--- src/rtl/s2cd_pkg.sv ---
// Package for the seconds-to-civil-date converter: payload types, calendar
// constants and the fixed-point reciprocals used for the constant divisions.
// No dependencies; used by the datapath and the top level.
package s2cd_pkg;

	// Transaction payloads
	typedef struct packed {
		logic signed [39:0] epoch_seconds;
	} in_t;

	typedef struct packed {
		logic [4:0]         hour;
		logic [5:0]         minute;
		logic [5:0]         second;
		logic [2:0]         weekday;
		logic [8:0]         day_of_year;
		logic signed [15:0] years_since_1900;
		logic [3:0]         month_index;
		logic [4:0]         day_of_month;
	} out_t;

	// Register stages in the datapath
	localparam int NumStages = 12;

	// Calendar constants
	localparam longint SecPerDay     = 86400;
	localparam longint ShiftToMarch0 = 719468;
	localparam longint EraDays       = 146097;
	localparam longint CentDays      = 36524;
	localparam longint QuadDays      = 1461;
	localparam longint YearDays      = 365;
	localparam longint MonthSpan     = 153;
	localparam longint MarchToDec    = 306;
	localparam longint JanFebDays    = 59;
	localparam longint SecPerHour    = 3600;
	localparam longint SecPerMin     = 60;
	localparam longint WeekDays      = 7;
	localparam longint March0Wday    = 3;
	localparam longint DayDivOdd     = SecPerDay / 128;

	// Input bias: whole eras plus the March-0 shift, so the biased second count
	// is never negative and floor division becomes plain unsigned division.
	localparam longint EraBias  = 39;
	localparam longint DayBias  = ShiftToMarch0 + EraDays * EraBias;
	localparam logic [40:0] SecBias = 41'(SecPerDay * DayBias);
	localparam longint YearBias = 400 * EraBias + 1900;

	// Reciprocals ceil(2^(N+l)/d): exact quotient for any N-bit dividend
	localparam logic [34:0] RecipDay   = 35'(((64'd1 << 44) + 64'd674) / 64'd675);
	localparam logic [24:0] RecipEra   = 25'(((64'd1 << 42) + 64'd146096) / 64'd146097);
	localparam logic [17:0] RecipHour  = 18'(((64'd1 << 29) + 64'd3599) / 64'd3600);
	localparam logic [18:0] RecipQuad  = 19'(((64'd1 << 29) + 64'd1459) / 64'd1460);
	localparam logic [18:0] RecipWeek  = 19'(((64'd1 << 21) + 64'd6) / 64'd7);
	localparam logic [12:0] RecipMin   = 13'(((64'd1 << 18) + 64'd59) / 64'd60);
	localparam logic [18:0] RecipYear  = 19'(((64'd1 << 27) + 64'd364) / 64'd365);
	localparam logic [11:0] RecipMonth = 12'(((64'd1 << 19) + 64'd152) / 64'd153);

	// First day-of-year (March based) of each month slot: (153*mp + 2) / 5
	function automatic logic [8:0] month_start(input logic [3:0] mp);
		logic [8:0] r;
		unique case (mp)
			4'd0:    r = 9'd0;
			4'd1:    r = 9'd31;
			4'd2:    r = 9'd61;
			4'd3:    r = 9'd92;
			4'd4:    r = 9'd122;
			4'd5:    r = 9'd153;
			4'd6:    r = 9'd184;
			4'd7:    r = 9'd214;
			4'd8:    r = 9'd245;
			4'd9:    r = 9'd275;
			4'd10:   r = 9'd306;
			4'd11:   r = 9'd337;
			default: r = 9'd0;
		endcase
		return r;
	endfunction

endpackage

--- src/rtl/s2cd_chan_if.sv ---
// Valid/ready channel carrying one payload per transaction.
// Depends on nothing; the payload type is supplied by the instantiating code.
interface s2cd_chan_if #(parameter type payload_t = logic);
	logic     valid;
	logic     ready;
	payload_t payload;

	modport source (output valid, output payload, input ready);
	modport sink   (input valid, input payload, output ready);
endinterface

--- src/rtl/seconds_to_civil_date_time.sv ---
// Seconds since 1970 to broken-down UTC calendar time, one transaction per cycle.
// Path from input acceptance to rsp.valid: 12 datapath stages, then the output
// register. Throughput: one transaction per clock, limited by nothing but downstream
// ready; a two-entry output buffer absorbs a stall.
// Reset (arst_n low, asynchronous) empties the pipeline and the output buffer.
// Depends on s2cd_pkg, s2cd_chan_if and s2cd_datapath.
module seconds_to_civil_date_time (
	input  logic         clk,
	input  logic         arst_n,
	s2cd_chan_if.sink    req,
	s2cd_chan_if.source  rsp
);
	import s2cd_pkg::*;

	logic [NumStages-1:0] vld_q;
	logic                 en;
	logic                 push, pop;
	logic                 out_vld_q, skid_vld_q;
	out_t                 pipe_data;
	out_t                 out_q, skid_q;

	// Whole pipeline advances unless the skid entry is holding a result
	assign en        = ~skid_vld_q;
	assign req.ready = en;
	assign push      = en & vld_q[NumStages-1];
	assign pop       = out_vld_q & rsp.ready;

	s2cd_datapath u_dp (
		.clk      (clk),
		.en       (en),
		.in_data  (req.payload),
		.out_data (pipe_data)
	);

	// Valid bits travel with the data
	always_ff @(posedge clk or negedge arst_n) begin
		if (!arst_n) begin
			vld_q <= '0;
		end else if (en) begin
			vld_q <= {vld_q[NumStages-2:0], req.valid};
		end
	end

	// Output register plus skid entry: control
	always_ff @(posedge clk or negedge arst_n) begin
		if (!arst_n) begin
			out_vld_q  <= 1'b0;
			skid_vld_q <= 1'b0;
		end else if (skid_vld_q) begin
			if (pop) begin
				skid_vld_q <= 1'b0;
			end
		end else if (push) begin
			if (out_vld_q && !pop) begin
				skid_vld_q <= 1'b1;
			end else begin
				out_vld_q <= 1'b1;
			end
		end else if (pop) begin
			out_vld_q <= 1'b0;
		end
	end

	// Output register plus skid entry: payload
	always_ff @(posedge clk) begin
		if (skid_vld_q) begin
			if (pop) begin
				out_q <= skid_q;
			end
		end else if (push) begin
			if (out_vld_q && !pop) begin
				skid_q <= pipe_data;
			end else begin
				out_q <= pipe_data;
			end
		end
	end

	assign rsp.valid   = out_vld_q;
	assign rsp.payload = out_q;

endmodule

--- src/rtl/s2cd_datapath.sv ---
// Twelve-stage arithmetic pipeline: seconds to time of day, day count, era,
// year of era, month and day. Payload registers only, all on one enable.
// Depends on s2cd_pkg.
module s2cd_datapath (
	input  logic           clk,
	input  logic           en,
	input  s2cd_pkg::in_t  in_data,
	output s2cd_pkg::out_t out_data
);
	import s2cd_pkg::*;

	typedef struct packed {
		logic [4:0] hour;
		logic [5:0] minute;
		logic [5:0] second;
		logic [2:0] weekday;
	} tod_t;

	// Stage registers
	logic [40:0] u_s1;
	logic [51:0] pplo_s2, pphi_s2;
	logic [33:0] t_s2, t_s3;
	logic [6:0]  lo7_s2, lo7_s3;
	logic [23:0] d_s3, d_s4, d_s5;
	logic [16:0] sod_s4, sod_s5;
	logic [6:0]  qe_s5, qe_s6, qe_s7, qe_s8, qe_s9, qe_s10, qe_s11;
	logic [4:0]  hr_s5, hr_s6, hr_s7, hr_s8;
	logic [17:0] doe_s6, doe_s7, doe_s8, doe_s9;
	logic [17:0] x_s6, x_s7;
	logic [11:0] msr_s6, msr_s7;
	logic [6:0]  n_s7;
	logic [2:0]  c_s7;
	logic [14:0] qw_s7;
	logic [5:0]  min_s7, min_s8;
	logic [17:0] v_s8;
	logic [2:0]  wd_s8;
	logic [5:0]  sec_s8;
	logic [8:0]  yoe_s9, yoe_s10, yoe_s11;
	tod_t        tod_s9, tod_s10, tod_s11;
	logic [8:0]  doy_s10, doy_s11;
	logic        leap_s10;
	logic [3:0]  mp_s11;
	logic [8:0]  yday_s11;
	out_t        out_s12;

	// Stage 2: split 34x35 reciprocal multiply into two partial products
	logic [33:0] t1;
	logic [51:0] pplo_c, pphi_c;
	assign t1     = u_s1[40:7];
	assign pplo_c = 52'(t1[16:0]) * 52'(RecipDay);
	assign pphi_c = 52'(t1[33:17]) * 52'(RecipDay);

	// Stage 3: combine partial products, day count = t / 675
	logic [68:0] dprod_c;
	assign dprod_c = {pphi_s2, 17'b0} + 69'(pplo_s2);

	// Stage 4: second of day from the remainder and the low seven bits
	logic [33:0] rem_c;
	assign rem_c = t_s3 - 34'(d_s3) * 34'(DayDivOdd);

	// Stage 5: era quotient and hour
	logic [48:0] eprod_c;
	logic [34:0] hprod_c;
	assign eprod_c = 49'(d_s4) * 49'(RecipEra);
	assign hprod_c = 35'(sod_s4) * 35'(RecipHour);

	// Stage 6: day of era, weekday operand, seconds within the hour
	logic [23:0] doe_c;
	logic [16:0] msr_c;
	assign doe_c = d_s5 - 24'(qe_s5) * 24'(EraDays);
	assign msr_c = sod_s5 - 17'(hr_s5) * 17'(SecPerHour);

	// Stage 7: leap-cycle corrections, weekday quotient, minute
	logic [36:0] qprod_c, wprod_c;
	logic [24:0] mprod_c;
	logic [2:0]  c_c;
	assign qprod_c = 37'(doe_s6) * 37'(RecipQuad);
	assign wprod_c = 37'(x_s6) * 37'(RecipWeek);
	assign mprod_c = 25'(msr_s6) * 25'(RecipMin);
	assign c_c = 3'(doe_s6 >= 18'(CentDays)) + 3'(doe_s6 >= 18'(CentDays * 2))
		+ 3'(doe_s6 >= 18'(CentDays * 3)) + 3'(doe_s6 >= 18'(CentDays * 4));

	// Stage 8: leap-adjusted day of era, weekday, second
	logic [17:0] v_c, wd_c;
	logic [11:0] sec_c;
	assign v_c = doe_s7 - 18'(n_s7) + 18'(c_s7) - 18'(doe_s7 >= 18'(EraDays - 1));
	assign wd_c = x_s7 - 18'(qw_s7) * 18'(WeekDays);
	assign sec_c = msr_s7 - 12'(min_s7) * 12'(SecPerMin);

	// Stage 9: year of era
	logic [36:0] yprod_c;
	assign yprod_c = 37'(v_s8) * 37'(RecipYear);

	// Stage 10: day of March-based year and leap flag
	logic [1:0]  cent_c;
	logic [17:0] doy_c;
	logic        leap_c;
	assign cent_c = 2'(yoe_s9 >= 9'd100) + 2'(yoe_s9 >= 9'd200) + 2'(yoe_s9 >= 9'd300);
	assign doy_c = doe_s9 - (18'(yoe_s9) * 18'(YearDays) + 18'(yoe_s9[8:2]) - 18'(cent_c));
	assign leap_c = (yoe_s9[1:0] == 2'd0)
		&& !(yoe_s9 == 9'd100 || yoe_s9 == 9'd200 || yoe_s9 == 9'd300);

	// Stage 11: month slot and January-based day of year
	logic [10:0] m5_c;
	logic [22:0] mpprod_c;
	logic [8:0]  yday_c;
	assign m5_c = 11'(doy_s10) * 11'd5 + 11'd2;
	assign mpprod_c = 23'(m5_c) * 23'(RecipMonth);
	always_comb begin
		if (doy_s10 >= 9'(MarchToDec)) begin
			yday_c = doy_s10 - 9'(MarchToDec);
		end else begin
			yday_c = doy_s10 + 9'(JanFebDays) + 9'(leap_s10);
		end
	end

	// Stage 12: month, day of month, year
	logic        jan_feb_c;
	logic [8:0]  dom_c;
	logic [3:0]  mon_c;
	logic [15:0] year_c;
	assign jan_feb_c = (mp_s11 >= 4'd10);
	assign dom_c = doy_s11 - month_start(mp_s11) + 9'd1;
	assign mon_c = jan_feb_c ? mp_s11 - 4'd10 : mp_s11 + 4'd2;
	assign year_c = 16'(yoe_s11) + 16'(qe_s11) * 16'd400 - 16'(YearBias) + 16'(jan_feb_c);

	// Pipeline registers
	always_ff @(posedge clk) begin
		if (en) begin
			u_s1 <= {in_data.epoch_seconds[39], in_data.epoch_seconds} + SecBias;

			pplo_s2 <= pplo_c;
			pphi_s2 <= pphi_c;
			t_s2    <= t1;
			lo7_s2  <= u_s1[6:0];

			d_s3   <= dprod_c[67:44];
			t_s3   <= t_s2;
			lo7_s3 <= lo7_s2;

			d_s4   <= d_s3;
			sod_s4 <= {rem_c[9:0], lo7_s3};

			d_s5   <= d_s4;
			sod_s5 <= sod_s4;
			qe_s5  <= eprod_c[48:42];
			hr_s5  <= hprod_c[33:29];

			doe_s6 <= doe_c[17:0];
			x_s6   <= doe_c[17:0] + 18'(March0Wday);
			msr_s6 <= msr_c[11:0];
			qe_s6  <= qe_s5;
			hr_s6  <= hr_s5;

			n_s7   <= qprod_c[35:29];
			c_s7   <= c_c;
			qw_s7  <= wprod_c[35:21];
			min_s7 <= mprod_c[23:18];
			doe_s7 <= doe_s6;
			x_s7   <= x_s6;
			msr_s7 <= msr_s6;
			qe_s7  <= qe_s6;
			hr_s7  <= hr_s6;

			v_s8   <= v_c;
			wd_s8  <= wd_c[2:0];
			sec_s8 <= sec_c[5:0];
			doe_s8 <= doe_s7;
			qe_s8  <= qe_s7;
			hr_s8  <= hr_s7;
			min_s8 <= min_s7;

			yoe_s9         <= yprod_c[35:27];
			doe_s9         <= doe_s8;
			qe_s9          <= qe_s8;
			tod_s9.hour    <= hr_s8;
			tod_s9.minute  <= min_s8;
			tod_s9.second  <= sec_s8;
			tod_s9.weekday <= wd_s8;

			doy_s10  <= doy_c[8:0];
			leap_s10 <= leap_c;
			yoe_s10  <= yoe_s9;
			qe_s10   <= qe_s9;
			tod_s10  <= tod_s9;

			mp_s11   <= mpprod_c[22:19];
			yday_s11 <= yday_c;
			doy_s11  <= doy_s10;
			yoe_s11  <= yoe_s10;
			qe_s11   <= qe_s10;
			tod_s11  <= tod_s10;

			out_s12.hour             <= tod_s11.hour;
			out_s12.minute           <= tod_s11.minute;
			out_s12.second           <= tod_s11.second;
			out_s12.weekday          <= tod_s11.weekday;
			out_s12.day_of_year      <= yday_s11;
			out_s12.years_since_1900 <= year_c;
			out_s12.month_index      <= mon_c;
			out_s12.day_of_month     <= dom_c[4:0];
		end
	end

	assign out_data = out_s12;

endmodule

--- src/flat_wrapper.sv ---
// flat-port wrapper written by rule: the top's interface ports become plain ports
module seconds_to_civil_date_time_flat import s2cd_pkg::*;
  (clk, arst_n, req_valid, req_payload, req_ready, rsp_valid, rsp_payload, rsp_ready);
  s2cd_chan_if #(.payload_t(in_t)) req_i ();
  s2cd_chan_if #(.payload_t(out_t)) rsp_i ();
  input  logic clk;
  input  logic arst_n;
  input wire logic [$bits(req_i.valid)-1:0] req_valid;
  input wire logic [$bits(req_i.payload)-1:0] req_payload;
  output wire logic [$bits(req_i.ready)-1:0] req_ready;
  output wire logic [$bits(rsp_i.valid)-1:0] rsp_valid;
  output wire logic [$bits(rsp_i.payload)-1:0] rsp_payload;
  input wire logic [$bits(rsp_i.ready)-1:0] rsp_ready;
  assign req_i.valid = req_valid;
  assign req_i.payload = req_payload;
  assign req_ready = req_i.ready;
  assign rsp_valid = rsp_i.valid;
  assign rsp_payload = rsp_i.payload;
  assign rsp_i.ready = rsp_ready;
  seconds_to_civil_date_time u_core (.clk(clk), .arst_n(arst_n), .req(req_i), .rsp(rsp_i));
endmodule
--- config.mk ---
export PLATFORM = sky130hd
export DESIGN_NAME = seconds_to_civil_date_time_flat
export DESIGN_NICKNAME = d
export VERILOG_FILES = /design/src/rtl/s2cd_pkg.sv /design/src/rtl/s2cd_chan_if.sv /design/src/rtl/seconds_to_civil_date_time.sv /design/src/rtl/s2cd_datapath.sv /design/src/flat_wrapper.sv
export SDC_FILE = /design/constraint.sdc
export NUM_CORES = 2
export LEC_CHECK = 0
export BUFFER_PORTS_ARGS = -buffer_cell sky130_fd_sc_hd__buf_2
export CORE_AREA = 2 2 384 348
export DETAILED_ROUTE_END_ITERATION = 6
export DIE_AREA = 0 0 386 350
export PLACE_DENSITY = 0.75
export SLEW_MARGIN = 30
export SYNTH_ARGS = -nofsm -noshare
export SYNTH_HDL_FRONTEND = slang
export SYNTH_SLANG_ARGS = --single-unit
export TNS_END_PERCENT = 100
--- constraint.sdc ---
create_clock -name clk -period 21.9 [get_ports clk]
set_input_delay 3.285 -clock clk [delete_from_list [all_inputs] [get_ports clk]]
set_output_delay 3.285 -clock clk [all_outputs]
set_load 0.01 [all_outputs]
Word level (Yosys, flattened, before mapping)
Memory sizes are Yosys's and may differ from the RTL's. A register that Yosys moved wholly into a read port is not among the register bits.
Cells that the tools add are included.
{"block": "classes", "n_addsub": 30, "mul": 17, "n_lt_le_gt_ge": 10, "n_eq_ne": 6, "mux": 14, "n_bitwise": 3, "n_reduce_logical": 12}
{"cell": "$mux W54", "count": 4}
{"cell": "$add A68 B52 Y68", "count": 1}
{"cell": "$mul A18 B16 Y33 const B", "count": 2}
{"cell": "$mul A17 B33 Y50 const B", "count": 1}
{"cell": "$mul A17 B33 Y49 const B", "count": 1}
{"cell": "$mul A24 B24 Y48 const B", "count": 1}
{"cell": "$add A41 B40 Y41 const B", "count": 1}
{"cell": "$ge A18 B17 Y1 const B", "count": 2}
{"cell": "$ge A18 B18 Y1 const B", "count": 2}
{"cell": "$mul A18 B18 Y35 const B", "count": 1}
{"cell": "$mul A17 B18 Y34 const B", "count": 1}
{"cell": "$mul A24 B10 Y10 const B", "count": 1}
{"cell": "$mul A11 B12 Y23 const B", "count": 1}
{"cell": "$mul A12 B12 Y23 const B", "count": 1}
{"cell": "$add A18 B2 Y18 const B", "count": 1}
{"cell": "$add A18 B3 Y18", "count": 1}
{"cell": "$ge A18 B16 Y1 const B", "count": 1}
{"cell": "$ge A9 B9 Y1 const B", "count": 2}
{"cell": "$mul A7 B18 Y18 const B", "count": 1}
{"cell": "$sub A18 B1 Y18", "count": 1}
{"cell": "$sub A18 B18 Y18", "count": 1}
{"cell": "$sub A18 B7 Y18", "count": 1}
{"cell": "$add A16 B1 Y16", "count": 1}
{"cell": "$add A9 B16 Y16", "count": 1}
{"cell": "other kinds (45)", "count": 61}
{"block": "totals", "ff_bits": 786, "romBits": 144, "inputBits": 44, "out_inout_bits": 56, "word_cells": 179, "memories": 1}
{"name": "(no name shown)", "words": 16, "word_bits": 9, "rd": 1, "rd_clocked_by_memory_dff": 1, "wr": 0, "line_no": "s2cd_pkg.sv:61", "rtl": "unique case (mp)"}

Logic depth before layout (Yosys ltp)
{"block": "logic_depth", "ltp_word": 6, "ltp_mapped": 34, "ltp_nobuf": 34}

Modules after synthesis
A second synthesis with hierarchy kept.
{"block": "unflattened", "hier_cells": 6573, "area_unflattened_um2": 79421.2}
{"mod": "s2cd_datapath", "n_inst": 1, "cells_each": 6367, "area_each_um2": 74619.1, "seq_area_each_um2": 19168.4}
{"mod": "seconds_to_civil_date_time", "n_inst": 1, "cells_each": 206, "area_each_um2": 4802.1, "seq_area_each_um2": 3593.4}

Worst setup path after synthesis
OpenSTA, ideal clock, no wires.
{"block": "synth_path", "path_kind": "reg2reg", "start": "reg u_core.skid_vld_q", "end": "reg (tool-made name)", "setup_time_ps": 72, "arrival_time_ps": 17435, "required_ps": 21828, "slack_ps": 4393, "path_stages_with_launch": 6, "n_path_buf": 1, "synth_period_minus_slack_ps": 17507, "path_cell_list": "dfrtp_1 > clkbuf_1 > clkinv_1 > mux2_2 > o21bai_1 > mux2i_1"}
{"item": "from (decl)", "line_no": "seconds_to_civil_date_time.sv:18", "rtl": "logic out_vld_q, skid_vld_q;"}
{"item": "from (signal assigned)", "line_no": "seconds_to_civil_date_time.sv:48", "rtl": "skid_vld_q <= 1'b0;"}
{"item": "from (signal assigned)", "line_no": "seconds_to_civil_date_time.sv:51", "rtl": "skid_vld_q <= 1'b0;"}
{"item": "from (signal assigned)", "line_no": "seconds_to_civil_date_time.sv:55", "rtl": "skid_vld_q <= 1'b1;"}

==> metrics.txt <==
startpoint types=flop; CTS tree=built; CTS Buf Count=approximately 80; register area share after synthesis=29.1%; syn nets=around 9,000; first-pass GRT wire length=approximately 250,000 um; worst endpoint data arrival time=8.52 ns; I/O Buffers=99; CP Capture Type=flop; worst rel slew slack=between 30% and 40%; Fmax=127 MHz; CP max-delay cell=fa_1; final hold viol count=0; RSZ-0062 raised after global routing=false; Post-synth EDFFs=743; Crit path required time=22.52 ns; Synth async-reset ratio=1.84%; later-pin clock latency in the skew report=0.72 ns; R2R cell count=29; Core ar.=0.131 mm^2; GR Util met2=about two fifths; final setup vio count=0; Post-CTS Setup Bufs=0; Initial Util=around three fifths; commonest non-fill, non-tap cell in the layout=ha_1; Synth-to-Final Area Change=7.20%; Rows=126; commonest cells after routing, fill and taps aside=ha_1 (1,644), inv_1 (1,565), fa_1 (918); GRT busiest layer=met2; GR Util met3=3.62%; Hold Buf Count CTS=0; initial drt markers=approximately 2,300; CTS clk-pin slew, worst paths=0.07 ns; H-tree depth=3; clk sinks=approximately 760; final critical-path share of the clock period=a little over a third; routed wire length=151,000 um; Worst Max-Slew Pin Slew=around 0.94 ns; most used cell, CP=ha_1; global route overflow=0; drt pass-1 iters=7; die area=0.135 mm^2; reg2reg setup slack=between 10 and 15 ns; Root Buffer=clkbuf_16; worst reg2reg path startpoint=u_core.u_dp.doy_s10[1]; largest net degree at the start of global routing=80; top-level port count=100; synthesized flop and latch total=762; post-layout util=approximately 64%; Worst Hold Class=flop to flop; final std cells w/o fill=8,475; Mean Syn Cell Area=~12 um^2; Cell Area, Synth=approximately 0.078 mm^2; DP Cell Count=8,326; total of max-cap violations=0; vias per inst=~5.4; Syn. warnings=0; GR Layer Usage met1=roughly a third; Max Clock Skew=approximately 0.059 ns; GRT Total Usage=between 20% and 30%; Worst Path Class, Setup=flop to flop; initial antenna violation count=2; via count=around 46,000; routed len/inst=roughly 18 um; Mapped Cells=~6,500; Tmin final=about 8 ns; Worst Path Max Fanout=9; worst hold stages=0; DRT antenna net count=0; fillcell total=between 9,000 and 10,000; Yosys cell types=84; DP Wirelength=~120,000 um; Die H=350 um; layout net count=just over 9,000; outcome=finished with violations; clk buf depth=3; Total Neg Setup Slack=0 ns; # DRC=1; Max Slew Vio Count=0; routability cong.=roughly 0.94; vias in the first global route=49,300; Top FF cell, synth=edfxtp_1; failing checks=DRC; cts repair resizes=0; Critical path origin=u_core.u_dp.doy_s10[1]; die width=386 um; layout cells sized above 1=~5.2%; crit-path max cell delay=~0.56 ns
-- state kept, by name (all words and copies together), names as in the netlist, 20 cells and up, named ones only --
name	flops
u_core.u_dp.out_data	54
u_core.skid_q	54
u_core.u_dp.pphi_s2	49
u_core.u_dp.u_s1	41
u_core.u_dp.tod_s9	20
u_core.u_dp.tod_s11	20
u_core.u_dp.d_s3	24
u_core.u_dp.tod_s10	20
u_core.u_dp.pplo_s2	33
u_core.rsp.payload	54
u_core.u_dp.d_s4	24
-- layer usage --
metal / vias to the layer above / wire, um
li1: 21900 / -
met3: 219 / 7240
met2: 849 / 73500
met4: 2 / 3300
met5: - / 13
met1: 22600 / 67100
-- critical path: cells and delay by family (launching register included) --
family | cells | cell delay (ns)
adders and majority gates | 9 | 3.25
AOI/OAI and AO/OA | 9 | 2.32
and+or+nand+nor | 5 | 0.78
DFF | 1 | 0.53
xor gates and xnor gates | 2 | 0.48
buffers and inverters | 4 | 0.42
-- through the flow --
| step | setup slack [ns] | hold WS [ns] | instance area, um^2 |
|---|---|---|---|
| floorplan | 4.39 | 0.400 | 78300 |
| global placement | 13.97 | 0.400 | 81000 |
| detailed placement | 13.84 | 0.405 | 81000 |
| CTS | 13.73 | 0.387 | 83900 |
| global route | 13.41 | 0.402 | 84000 |
| finish | 14.00 | 0.394 | 84000 |
-- kinds of logic (layout without fill, tap and decap cells) --
| family | after synthesis | count (layout) | share of synthesized area (%) |
|---|---|---|---|
| AO/OA/AOI/OAI | 651 | 651 | 5.44 |
| XOR/XNOR | 336 | 336 | 3.76 |
| adder cells (fa/ha/maj) | 2562 | 2562 | 49.7 |
| buffers and inverters | 1586 | 1829 | 7.60 |
| flip-flops | 762 | 762 | 29.1 |
| multiplexers | 74 | 74 | 1.05 |
| other | 0 | 1 | 0 |
| AND/OR/NAND/NOR | 532 | 532 | 3.35 |
-- Yosys cell counts (6+ instances only) --
master	n	area share [%]
a2111oi_0	6	0.067
nand2_1	127	0.61
nor3_1	45	0.29
and3_1	20	0.16
o2111ai_1	6	0.067
inv_1	1565	7.5
or2_2	7	0.056
nor2b_1	29	0.23
a21o_1	109	1.0
a211oi_1	22	0.21
o21bai_1	36	0.35
mux2_2	67	0.96
and2_1	13	0.10
nor2_1	138	0.66
a21boi_0	14	0.13
a31oi_1	20	0.16
o22ai_1	6	0.048
dfrtp_1	14	0.45
edfxtp_1	743	28
clkbuf_1	20	0.096
ha_1	1644	26
and4_1	6	0.067
or3_1	8	0.064
nor3b_1	7	0.067
a21oi_1	200	1.3
mux2i_1	7	0.089
nand4_1	38	0.30
o21a_1	34	0.33
o211ai_1	8	0.077
o21ai_0	105	0.67
a41oi_1	8	0.089
xor2_1	94	1.1
nand3_1	45	0.29
fa_1	918	23
xnor2_1	242	2.7
nand2b_1	29	0.23
o31ai_1	17	0.16
-- worst min path at each step --
stage / from / end / slack (ns)
6_report: u_core.u_dp.tod_s9[18] / u_core.u_dp.tod_s10[18] / 0.39
2_1_floorplan: u_core.u_dp.d_s3[10] / u_core.u_dp.d_s4[10] / 0.40
3_3_place_gp: u_core.u_dp.sod_s5[2] / u_core.u_dp.msr_s6[2] / 0.40
5_1_grt: u_core.u_dp.qe_s7[1] / u_core.u_dp.qe_s8[1] / 0.40
3_5_place_dp: u_core.u_dp.d_s3[23] / u_core.u_dp.d_s4[23] / 0.40
4_1_cts: u_core.u_dp.tod_s9[18] / u_core.u_dp.tod_s10[18] / 0.39
-- cell type report --
cell class / count / area, um^2 / share of cell area [%]
multi-input cells: 4155 / 49600 / 59.1
clock inverters: 54 / 800 / 0.952
flip-flops and latches: 762 / 22800 / 27.1
well taps: 1728 / 2160 / 2.58
inverters: 1566 / 5890 / 7.01
clock buffers: 93 / 2080 / 2.48
repair buffers: 116 / 651 / 0.775
diodes: 1 / 2.50 / 0.00298
Power is not shown: default switching activity piles up to over one toggle a cycle in this logic, so the estimate is an artifact.
